===== src/rtl/core/sfd_pkg.sv =====
// Shared types, constants and codes for the serial radio-control frame decoder.
package sfd_pkg;

	localparam int FRAME_BYTES  = 25;
	localparam int CHANNEL_BITS = 11;
	localparam int NUM_CHANNELS = 10;
	localparam int NUM_STICKS   = 4;
	localparam int CNT_W        = $clog2(FRAME_BYTES);
	localparam int VAL_W        = CHANNEL_BITS + 1;
	localparam int CFG_W        = 11;
	localparam int CFG_IDX_W    = 1;

	localparam int FIRST_CHANNEL_BIT = 8;
	localparam int FLAG_BYTE_INDEX   = 23;
	localparam int FAILSAFE_BIT      = 3;

	localparam logic [7:0] HEADER_BYTE = 8'h0F;
	localparam logic [7:0] END_BYTE    = 8'h00;

	localparam logic signed [VAL_W-1:0] SW_DOWN_VALUE = VAL_W'(783);

	localparam logic [CFG_W-1:0] OFFSET_RESET = CFG_W'(1024);
	localparam logic [CFG_W-1:0] LIMIT_RESET  = CFG_W'(784);

	typedef enum logic [CFG_IDX_W-1:0] {
		REG_CHANNEL_OFFSET = 1'd0,
		REG_STICK_LIMIT    = 1'd1
	} sfd_reg_t;

	typedef enum logic [1:0] {
		SW_CLEARED = 2'd0,
		SW_UP      = 2'd1,
		SW_DOWN    = 2'd2,
		SW_MIDDLE  = 2'd3
	} sfd_switch_t;

	typedef enum logic [1:0] {
		STATUS_VALID    = 2'd0,
		STATUS_RANGE    = 2'd1,
		STATUS_FAILSAFE = 2'd2
	} sfd_status_t;

	typedef logic [FRAME_BYTES-1:0][7:0] sfd_frame_t;

	typedef struct packed {
		logic [7:0] rx_byte;
		logic       frame_start;
	} sfd_in_t;

	typedef struct packed {
		logic signed [VAL_W-1:0] right_stick_horizontal;
		logic signed [VAL_W-1:0] right_stick_vertical;
		logic signed [VAL_W-1:0] left_stick_vertical;
		logic signed [VAL_W-1:0] left_stick_horizontal;
		logic signed [VAL_W-1:0] knob_left;
		logic signed [VAL_W-1:0] knob_right;
		logic [1:0]              switch_a_state;
		logic [1:0]              switch_b_state;
		logic [1:0]              switch_c_state;
		logic [1:0]              switch_d_state;
		logic [1:0]              frame_status;
	} sfd_out_t;

endpackage


===== src/rtl/core/sfd_assembler.sv =====
// Frame assembly: byte counter, frame tracking and the frame byte store.
module sfd_assembler import sfd_pkg::*; (
	input  logic       clk,
	input  logic       arst_n,
	input  logic       in_valid,
	output logic       in_stall,
	input  sfd_in_t    in_data,
	input  logic       hold,
	output logic       done_s1,
	output sfd_frame_t frame_s1
);

	logic             active_q;
	logic [CNT_W-1:0] count_q;
	logic             eff_active;
	logic [CNT_W-1:0] eff_count;
	logic             accept;
	logic             last_byte;

	// a finished frame waits in the store until the decoder can take it
	assign in_stall   = done_s1 & hold;
	assign accept     = in_valid & ~in_stall;
	assign eff_active = in_data.frame_start | active_q;
	assign eff_count  = in_data.frame_start ? '0 : count_q;
	assign last_byte  = (eff_count == CNT_W'(FRAME_BYTES - 1));

	always_ff @(posedge clk or negedge arst_n) begin
		if (!arst_n) begin
			active_q <= 1'b0;
			count_q  <= '0;
			done_s1  <= 1'b0;
		end else begin
			if (!hold)
				done_s1 <= 1'b0;
			if (accept && eff_active) begin
				if (last_byte) begin
					active_q <= 1'b0;
					count_q  <= '0;
					done_s1  <= 1'b1;
				end else begin
					active_q <= 1'b1;
					count_q  <= eff_count + CNT_W'(1);
				end
			end
		end
	end

	always_ff @(posedge clk) begin
		if (accept && eff_active)
			frame_s1[eff_count] <= in_data.rx_byte;
	end

endmodule


===== src/rtl/core/sfd_decoder.sv =====
// Frame check, channel unpacking, centering, range check and the result register.
module sfd_decoder import sfd_pkg::*; (
	input  logic             clk,
	input  logic             arst_n,
	input  logic             done_s1,
	input  sfd_frame_t       frame_s1,
	input  logic [CFG_W-1:0] channel_offset,
	input  logic [CFG_W-1:0] stick_limit,
	output logic             hold,
	output logic             out_valid,
	input  logic             out_stall,
	output sfd_out_t         out_data
);

	logic [FRAME_BYTES*8-1:0]  flat;
	logic signed [VAL_W-1:0]   chan [NUM_CHANNELS];
	logic [1:0]                sw   [NUM_STICKS];
	logic                      frame_ok;
	logic                      failsafe;
	logic                      sticks_ok;
	logic signed [VAL_W:0]     lim_pos;
	logic signed [VAL_W:0]     lim_neg;
	sfd_out_t                  result;

	assign hold     = out_valid & out_stall;
	assign frame_ok = (frame_s1[0] == HEADER_BYTE) && (frame_s1[FRAME_BYTES-1] == END_BYTE);
	assign failsafe = frame_s1[FLAG_BYTE_INDEX][FAILSAFE_BIT];
	assign lim_pos  = $signed({2'b00, stick_limit});
	assign lim_neg  = -lim_pos;

	always_comb begin
		for (int i = 0; i < FRAME_BYTES; i++)
			flat[i*8 +: 8] = frame_s1[i];
	end

	// channels are packed LSB first right after the header byte
	always_comb begin
		for (int k = 0; k < NUM_CHANNELS; k++)
			chan[k] = $signed({1'b0, flat[FIRST_CHANNEL_BIT + k*CHANNEL_BITS +: CHANNEL_BITS]})
				- $signed({1'b0, channel_offset});
	end

	always_comb begin
		sticks_ok = 1'b1;
		for (int k = 0; k < NUM_STICKS; k++) begin
			if ((VAL_W+1)'(chan[k]) > lim_pos || (VAL_W+1)'(chan[k]) < lim_neg)
				sticks_ok = 1'b0;
		end
	end

	always_comb begin
		for (int k = 0; k < NUM_STICKS; k++) begin
			if (chan[6+k] == '0)
				sw[k] = SW_MIDDLE;
			else if (chan[6+k] == SW_DOWN_VALUE)
				sw[k] = SW_DOWN;
			else
				sw[k] = SW_UP;
		end
	end

	always_comb begin
		if (failsafe) begin
			result              = '0;
			result.frame_status = STATUS_FAILSAFE;
		end else begin
			result.right_stick_horizontal = chan[0];
			result.right_stick_vertical   = chan[1];
			result.left_stick_vertical    = chan[2];
			result.left_stick_horizontal  = chan[3];
			result.knob_left              = chan[4];
			result.knob_right             = chan[5];
			result.switch_a_state         = sw[0];
			result.switch_b_state         = sw[1];
			result.switch_c_state         = sw[2];
			result.switch_d_state         = sw[3];
			result.frame_status           = sticks_ok ? STATUS_VALID : STATUS_RANGE;
		end
	end

	always_ff @(posedge clk or negedge arst_n) begin
		if (!arst_n)
			out_valid <= 1'b0;
		else if (!hold)
			out_valid <= done_s1 & frame_ok;
	end

	always_ff @(posedge clk) begin
		if (!hold && done_s1)
			out_data <= result;
	end

endmodule


===== src/rtl/core/sbus_frame_decoder.sv =====
// Top level of the serial radio-control frame decoder.
//
//  channel | direction | beat moves                      | handshake
//  in      | into      | sfd_in_t: rx_byte, frame_start  | in_valid / in_stall
//  out     | out of    | sfd_out_t: decoded frame        | out_valid / out_stall
//  cfg     | into      | cfg_index, cfg_data             | cfg_we, no wait
//
// One byte beat per cycle while in_stall is low. The last byte lands in the byte
// store and sets done_s1, then the decoder decodes the store into the output
// register and raises out_valid, unless a stalled result still holds it.
// in_stall rises only while a finished frame waits in the store behind a
// stalled output register.
// Reset clears frame tracking and output valid and loads the register
// defaults; the byte store is not reset.
module sbus_frame_decoder import sfd_pkg::*; (
	input  logic                 clk,
	input  logic                 arst_n,
	input  logic                 in_valid,
	output logic                 in_stall,
	input  sfd_in_t              in_data,
	output logic                 out_valid,
	input  logic                 out_stall,
	output sfd_out_t             out_data,
	input  logic                 cfg_we,
	input  logic [CFG_IDX_W-1:0] cfg_index,
	input  logic [CFG_W-1:0]     cfg_data
);

	logic [CFG_W-1:0] channel_offset_q;
	logic [CFG_W-1:0] stick_limit_q;
	logic             hold;
	logic             done_s1;
	sfd_frame_t       frame_s1;

	always_ff @(posedge clk or negedge arst_n) begin
		if (!arst_n) begin
			channel_offset_q <= OFFSET_RESET;
			stick_limit_q    <= LIMIT_RESET;
		end else if (cfg_we) begin
			case (sfd_reg_t'(cfg_index))
				REG_CHANNEL_OFFSET: channel_offset_q <= cfg_data;
				REG_STICK_LIMIT:    stick_limit_q    <= cfg_data;
				default: ;
			endcase
		end
	end

	sfd_assembler u_asm (
		.clk      (clk),
		.arst_n   (arst_n),
		.in_valid (in_valid),
		.in_stall (in_stall),
		.in_data  (in_data),
		.hold     (hold),
		.done_s1  (done_s1),
		.frame_s1 (frame_s1)
	);

	sfd_decoder u_dec (
		.clk            (clk),
		.arst_n         (arst_n),
		.done_s1        (done_s1),
		.frame_s1       (frame_s1),
		.channel_offset (channel_offset_q),
		.stick_limit    (stick_limit_q),
		.hold           (hold),
		.out_valid      (out_valid),
		.out_stall      (out_stall),
		.out_data       (out_data)
	);

`ifndef NO_ASSERTIONS
	a_stall_only_behind_full_output: assert property (@(posedge clk) disable iff (!arst_n)
		in_stall |-> (out_valid && out_stall && done_s1))
		else $error("input stalled without a blocked finished frame");

	a_result_from_finished_frame: assert property (@(posedge clk) disable iff (!arst_n)
		$rose(out_valid) |-> $past(done_s1))
		else $error("result appeared without a finished frame");

	a_failsafe_zeroed: assert property (@(posedge clk) disable iff (!arst_n)
		(out_valid && out_data.frame_status == STATUS_FAILSAFE) |->
		(out_data.right_stick_horizontal == '0 && out_data.knob_right == '0
		&& out_data.switch_a_state == SW_CLEARED && out_data.switch_d_state == SW_CLEARED))
		else $error("failsafe result carries nonzero values");

	a_live_switch_coded: assert property (@(posedge clk) disable iff (!arst_n)
		(out_valid && out_data.frame_status != STATUS_FAILSAFE) |->
		(out_data.switch_a_state != SW_CLEARED && out_data.switch_b_state != SW_CLEARED
		&& out_data.switch_c_state != SW_CLEARED && out_data.switch_d_state != SW_CLEARED))
		else $error("live frame has a cleared switch code");
`endif

endmodule

===== config.mk =====
export PLATFORM = sky130hd
export DESIGN_NAME = sbus_frame_decoder
export DESIGN_NICKNAME = d
export VERILOG_FILES = /design/src/rtl/core/sfd_pkg.sv /design/src/rtl/core/sfd_assembler.sv /design/src/rtl/core/sfd_decoder.sv /design/src/rtl/core/sbus_frame_decoder.sv
export SDC_FILE = /design/constraint.sdc
export NUM_CORES = 1
export LEC_CHECK = 0
export ABC_AREA = 1
export BUFFER_PORTS_ARGS = -buffer_cell sky130_fd_sc_hd__buf_2
export CAP_MARGIN = 5
export CORE_UTILIZATION = 62
export CTS_CLUSTER_DIAMETER = 150
export CTS_CLUSTER_SIZE = 40
export DETAILED_ROUTE_END_ITERATION = 12
export HOLD_SLACK_MARGIN = 0.15
export PLACE_DENSITY_LB_ADDON = 0.12
export SETUP_SLACK_MARGIN = 0.02
export SYNTH_ARGS = -nofsm -noshare
export SYNTH_HDL_FRONTEND = slang
export SYNTH_SLANG_ARGS = --single-unit

===== constraint.sdc =====
create_clock -name clk -period 5.75 [get_ports clk]
set_clock_uncertainty 0.05 [all_clocks]
set_input_delay 0.575 -clock clk [delete_from_list [all_inputs] [get_ports clk]]
set_output_delay 0.575 -clock clk [all_outputs]
set_load 0.01 [all_outputs]

==> flow_metrics.tcl <==
set metrics [dict create \
    p_clk_share_pct 17.8 \
    cts_max_path_buffers 3 \
    final_cell_mix "nand2_1 (294), inv_1 (248), edfxtp_1 (209)" \
    ant_nets 0 \
    ys_warn_count 0 \
    finalWeightedCongestion 0.937 \
    num_vias 11800 \
    seqPwrFrac_pct 44.4 \
    cts_tree "built" \
    core.rowCount 57 \
    finalSetupTns_ns 0 \
    p_leak_nw 7.68 \
    drc 0 \
    n_antenna_cell 0 \
    grt_use_total_pct 29.2 \
    worstMarginPinSlew_ns 1.13 \
    status "complete, no violations" \
    wl_per_cell_um 17.6 \
    worst_path_largest_cell_delay_ns 0.48 \
    fin_crit_ns 4.07 \
    post_cts.repair.setup_buffers 0 \
    drive_above_1_share_pct 9.32 \
    synth-edff-count 209 \
    synth_nets 1896 \
    rsz0062_at_grt "false" \
    fp.dieH_um 160 \
    num-fill-cells 1977 \
    critPathSlowestCell "inv_1" \
    fp.dieW_um 160 \
    hp-start "cfg_data[4]" \
    path_clk_slew_ns 0.15 \
    max_slew_margin_pct 24.1 \
    initial_core_util_pct 63.6 \
    multi_input_area_sq_um 7500 \
    register_area_sq_um 7030 \
    numCtsBuffers 9 \
    fin_crit_sh_pct 70.7 \
    cp_top_family "simple AND/OR/NAND/NOR gates" \
    critPathLaunch "channel_offset_q[3]$_DFFE_PN0P_" \
    hold_path_class "in -> reg" \
    synth_top_area_share_pct 40.5 \
    vias_per_cell 5.64 \
    cts.sinks 239 \
    post-place-ws_ns 1.74 \
    maxCapViolCount 0 \
    arrival_ns 4.29 \
    cp_cell_sequence "inv_1 -> ha_1 -> a21oi_1 -> nand2_1 -> a21oi_1 -> o21ai_2 -> nand2_1 -> a21oi_1 -> o21ai_0 -> nand2_1 -> ha_1 -> nand2_1 -> nor4_1 -> o21ai_0 -> nand2_1 -> nand2_1 -> nand2_1 -> nand2_1 -> nor2_1 -> nand3_1 -> nand2_1 -> inv_1" \
    syn_avg_cell_area_sq_um 9.38 \
    area_delta_synth_final_pct 7.84 \
    pwr-share-comb_pct 37.7 \
    cp-start-kind "register" \
    drt_iter0_markers 889 \
    overflow 0 \
    nets 2011 \
    io_pins 110 \
    yosysSeqAreaShare_pct 45.4 \
    dpl.hpwl_mm 27.3 \
    ys_types 46 \
    crit_required_ns 5.97 \
    cts-root-buf "clkbuf_16" \
    sw_frac_of_total_pct 36.3 \
    synth-seq-cells 239 \
    hold_buffers 1 \
    postLayoutCoreUtil_pct 68.5 \
    drt-total-wl_mm 36.9 \
    timing.rr.start "channel_offset_q[3]$_DFFE_PN0P_" \
    setup_viol 0 \
    max_freq_mhz 246 \
    grt_pass1_vias 10900 \
    grt_max_degree 66 \
    critPathMaxFanout 10 \
    synth_top_cell_by_area "edfxtp_1" \
    hold_violations 0 \
    internal_power_mw 2.83 \
    synth_area_leaders "edfxtp_1 (40%), ha_1 (17%), nand2_1 (7.1%), inv_1 (6.0%), a21oi_1 (4.5%)" \
    drv_slew 0 \
    ir_drop_v 0.000227 \
    grt_pass1_wl_mm 57.4 \
    postSynthCellCount 1653 \
    antenna_found_initial 0 \
    endpoint_kind "register" \
    dieArea_sq_um 25600 \
    p_sw_mw 1.61 \
    mostFrequentLayoutCell "nand2_1" \
    ctsHtreeMaxLevel 1 \
    criticalPathCategory "reg -> reg" \
    ys_async_sr_fraction_pct 12.6 \
    core_area_sq_um 24400 \
    power_density_nw_per_um2 266 \
    ys.flop_type "edfxtp_1" \
    ctsResizeCount 0 \
    synth_area_sq_um 15500 \
    numPortBuffers 109 \
    setup_ws_ns 1.68 \
    dr.pass1.iters 7 \
    crit_top_cell "nand2_1" \
    holdWs_ns 0.247 \
    path_buf_inv 2 \
    insertion_delay_ns 0.50 \
]
==> cells by family (layout without fill, tap and decap cells) <==
family / Yosys count / in the layout / synth area share, %
and+or+nand+nor: 585 / 585 / 16.1
buffers and inverters: 262 / 379 / 6.35
adders and majority gates: 217 / 217 / 18.0
AOI/OAI and AO/OA: 284 / 284 / 10.5
DFF: 239 / 239 / 45.4
xor gates and xnor gates: 66 / 66 / 3.73
==> worst paths after layout <==
kind | endpoint | slack [ns] | cells after the start
worst max-delay path | u_dec.out_data[0]$_SDFFCE_PP0P_ | 1.68 | 22
worst min-delay path | stick_limit_q[4]$_DFFE_PN1P_ | 0.25 | 3
worst max register to register | u_dec.out_data[0]$_SDFFCE_PP0P_ | 1.68 | 22
worst min register to register | channel_offset_q[10]$_DFFE_PN1P_ | 0.46 | 2
max in group asynchronous | channel_offset_q[0]$_DFFE_PN0P_ | 4.60 | 2
min in group asynchronous | u_dec.out_valid$_DFFE_PN0N_ | 0.59 | 2
==> worst min-delay path, cell delays in order <==
cell     delay [ns]
buf_2          0.10
inv_1          0.06
o21ai_0        0.08
==> flip-flops by register name (all words and copies together), names as in the netlist <==
register / count
u_asm.frame_s1: 127
u_dec.out_valid: 1
u_asm.done_s1: 1
u_dec.out_data: 82
channel_offset_q: 11
u_asm.count_q: 5
u_asm.active_q: 1
stick_limit_q: 11
==> routing by layer <==
metal | track usage, % | up-vias | share of wire, %
met1 | 42.9 | 5421 | 45
met2 | 45.7 | 456 | 44
met3 | 3.74 | 57 | 8.5
li1 | - | 5868 | -
met5 | 0 | - | 0
met4 | 7.71 | 0 | 2.5
==> area by class of cell <==
class	instances	area share [%]
clock buffer	13	1.44
multi-input combinational	1152	44.9
timing repair buffer	117	3.64
tap	324	2.42
sequential	239	42.1
inverter	249	5.59
==> stage by stage <==
step                      cells  area (sq um)  power [mW]
final                      2094         16700        4.44
after global routing       2094         16700        4.73
after CTS                  2094         16700        4.43
after detailed placement   2080         16500        3.65
after global placement     2080         16500        3.61
after floorplan            1653         15500        3.22
==> cells in the mapped netlist, types with 9 or more instances <==
| master | instances |
|---|---|
| clkbuf_1 | 9 |
| edfxtp_1 | 209 |
| nor3_1 | 34 |
| nor2_1 | 138 |
| xor2_1 | 54 |
| nand4_1 | 16 |
| nand3_1 | 65 |
| inv_1 | 248 |
| o21ai_0 | 71 |
| xnor2_1 | 12 |
| a21oi_1 | 140 |
| nand2_1 | 294 |
| a21oi_2 | 15 |
| o21bai_1 | 11 |
| o21a_1 | 15 |
| nand3b_1 | 14 |
| ha_1 | 207 |
| dfrtp_1 | 26 |
| fa_1 | 10 |
==> power groups by stage <==
| stage | Clock (mW) | Sequential (mW) | Combinational (mW) |
|---|---|---|---|
| floorplan | 0 | 2.00 | 1.21 |
| global placement | 0 | 2.01 | 1.60 |
| detailed placement | 0 | 2.01 | 1.64 |
| CTS | 0.799 | 1.97 | 1.65 |
| global route | 0.847 | 1.98 | 1.90 |
| finish | 0.792 | 1.97 | 1.68 |
(Power assumes the default switching activity.)
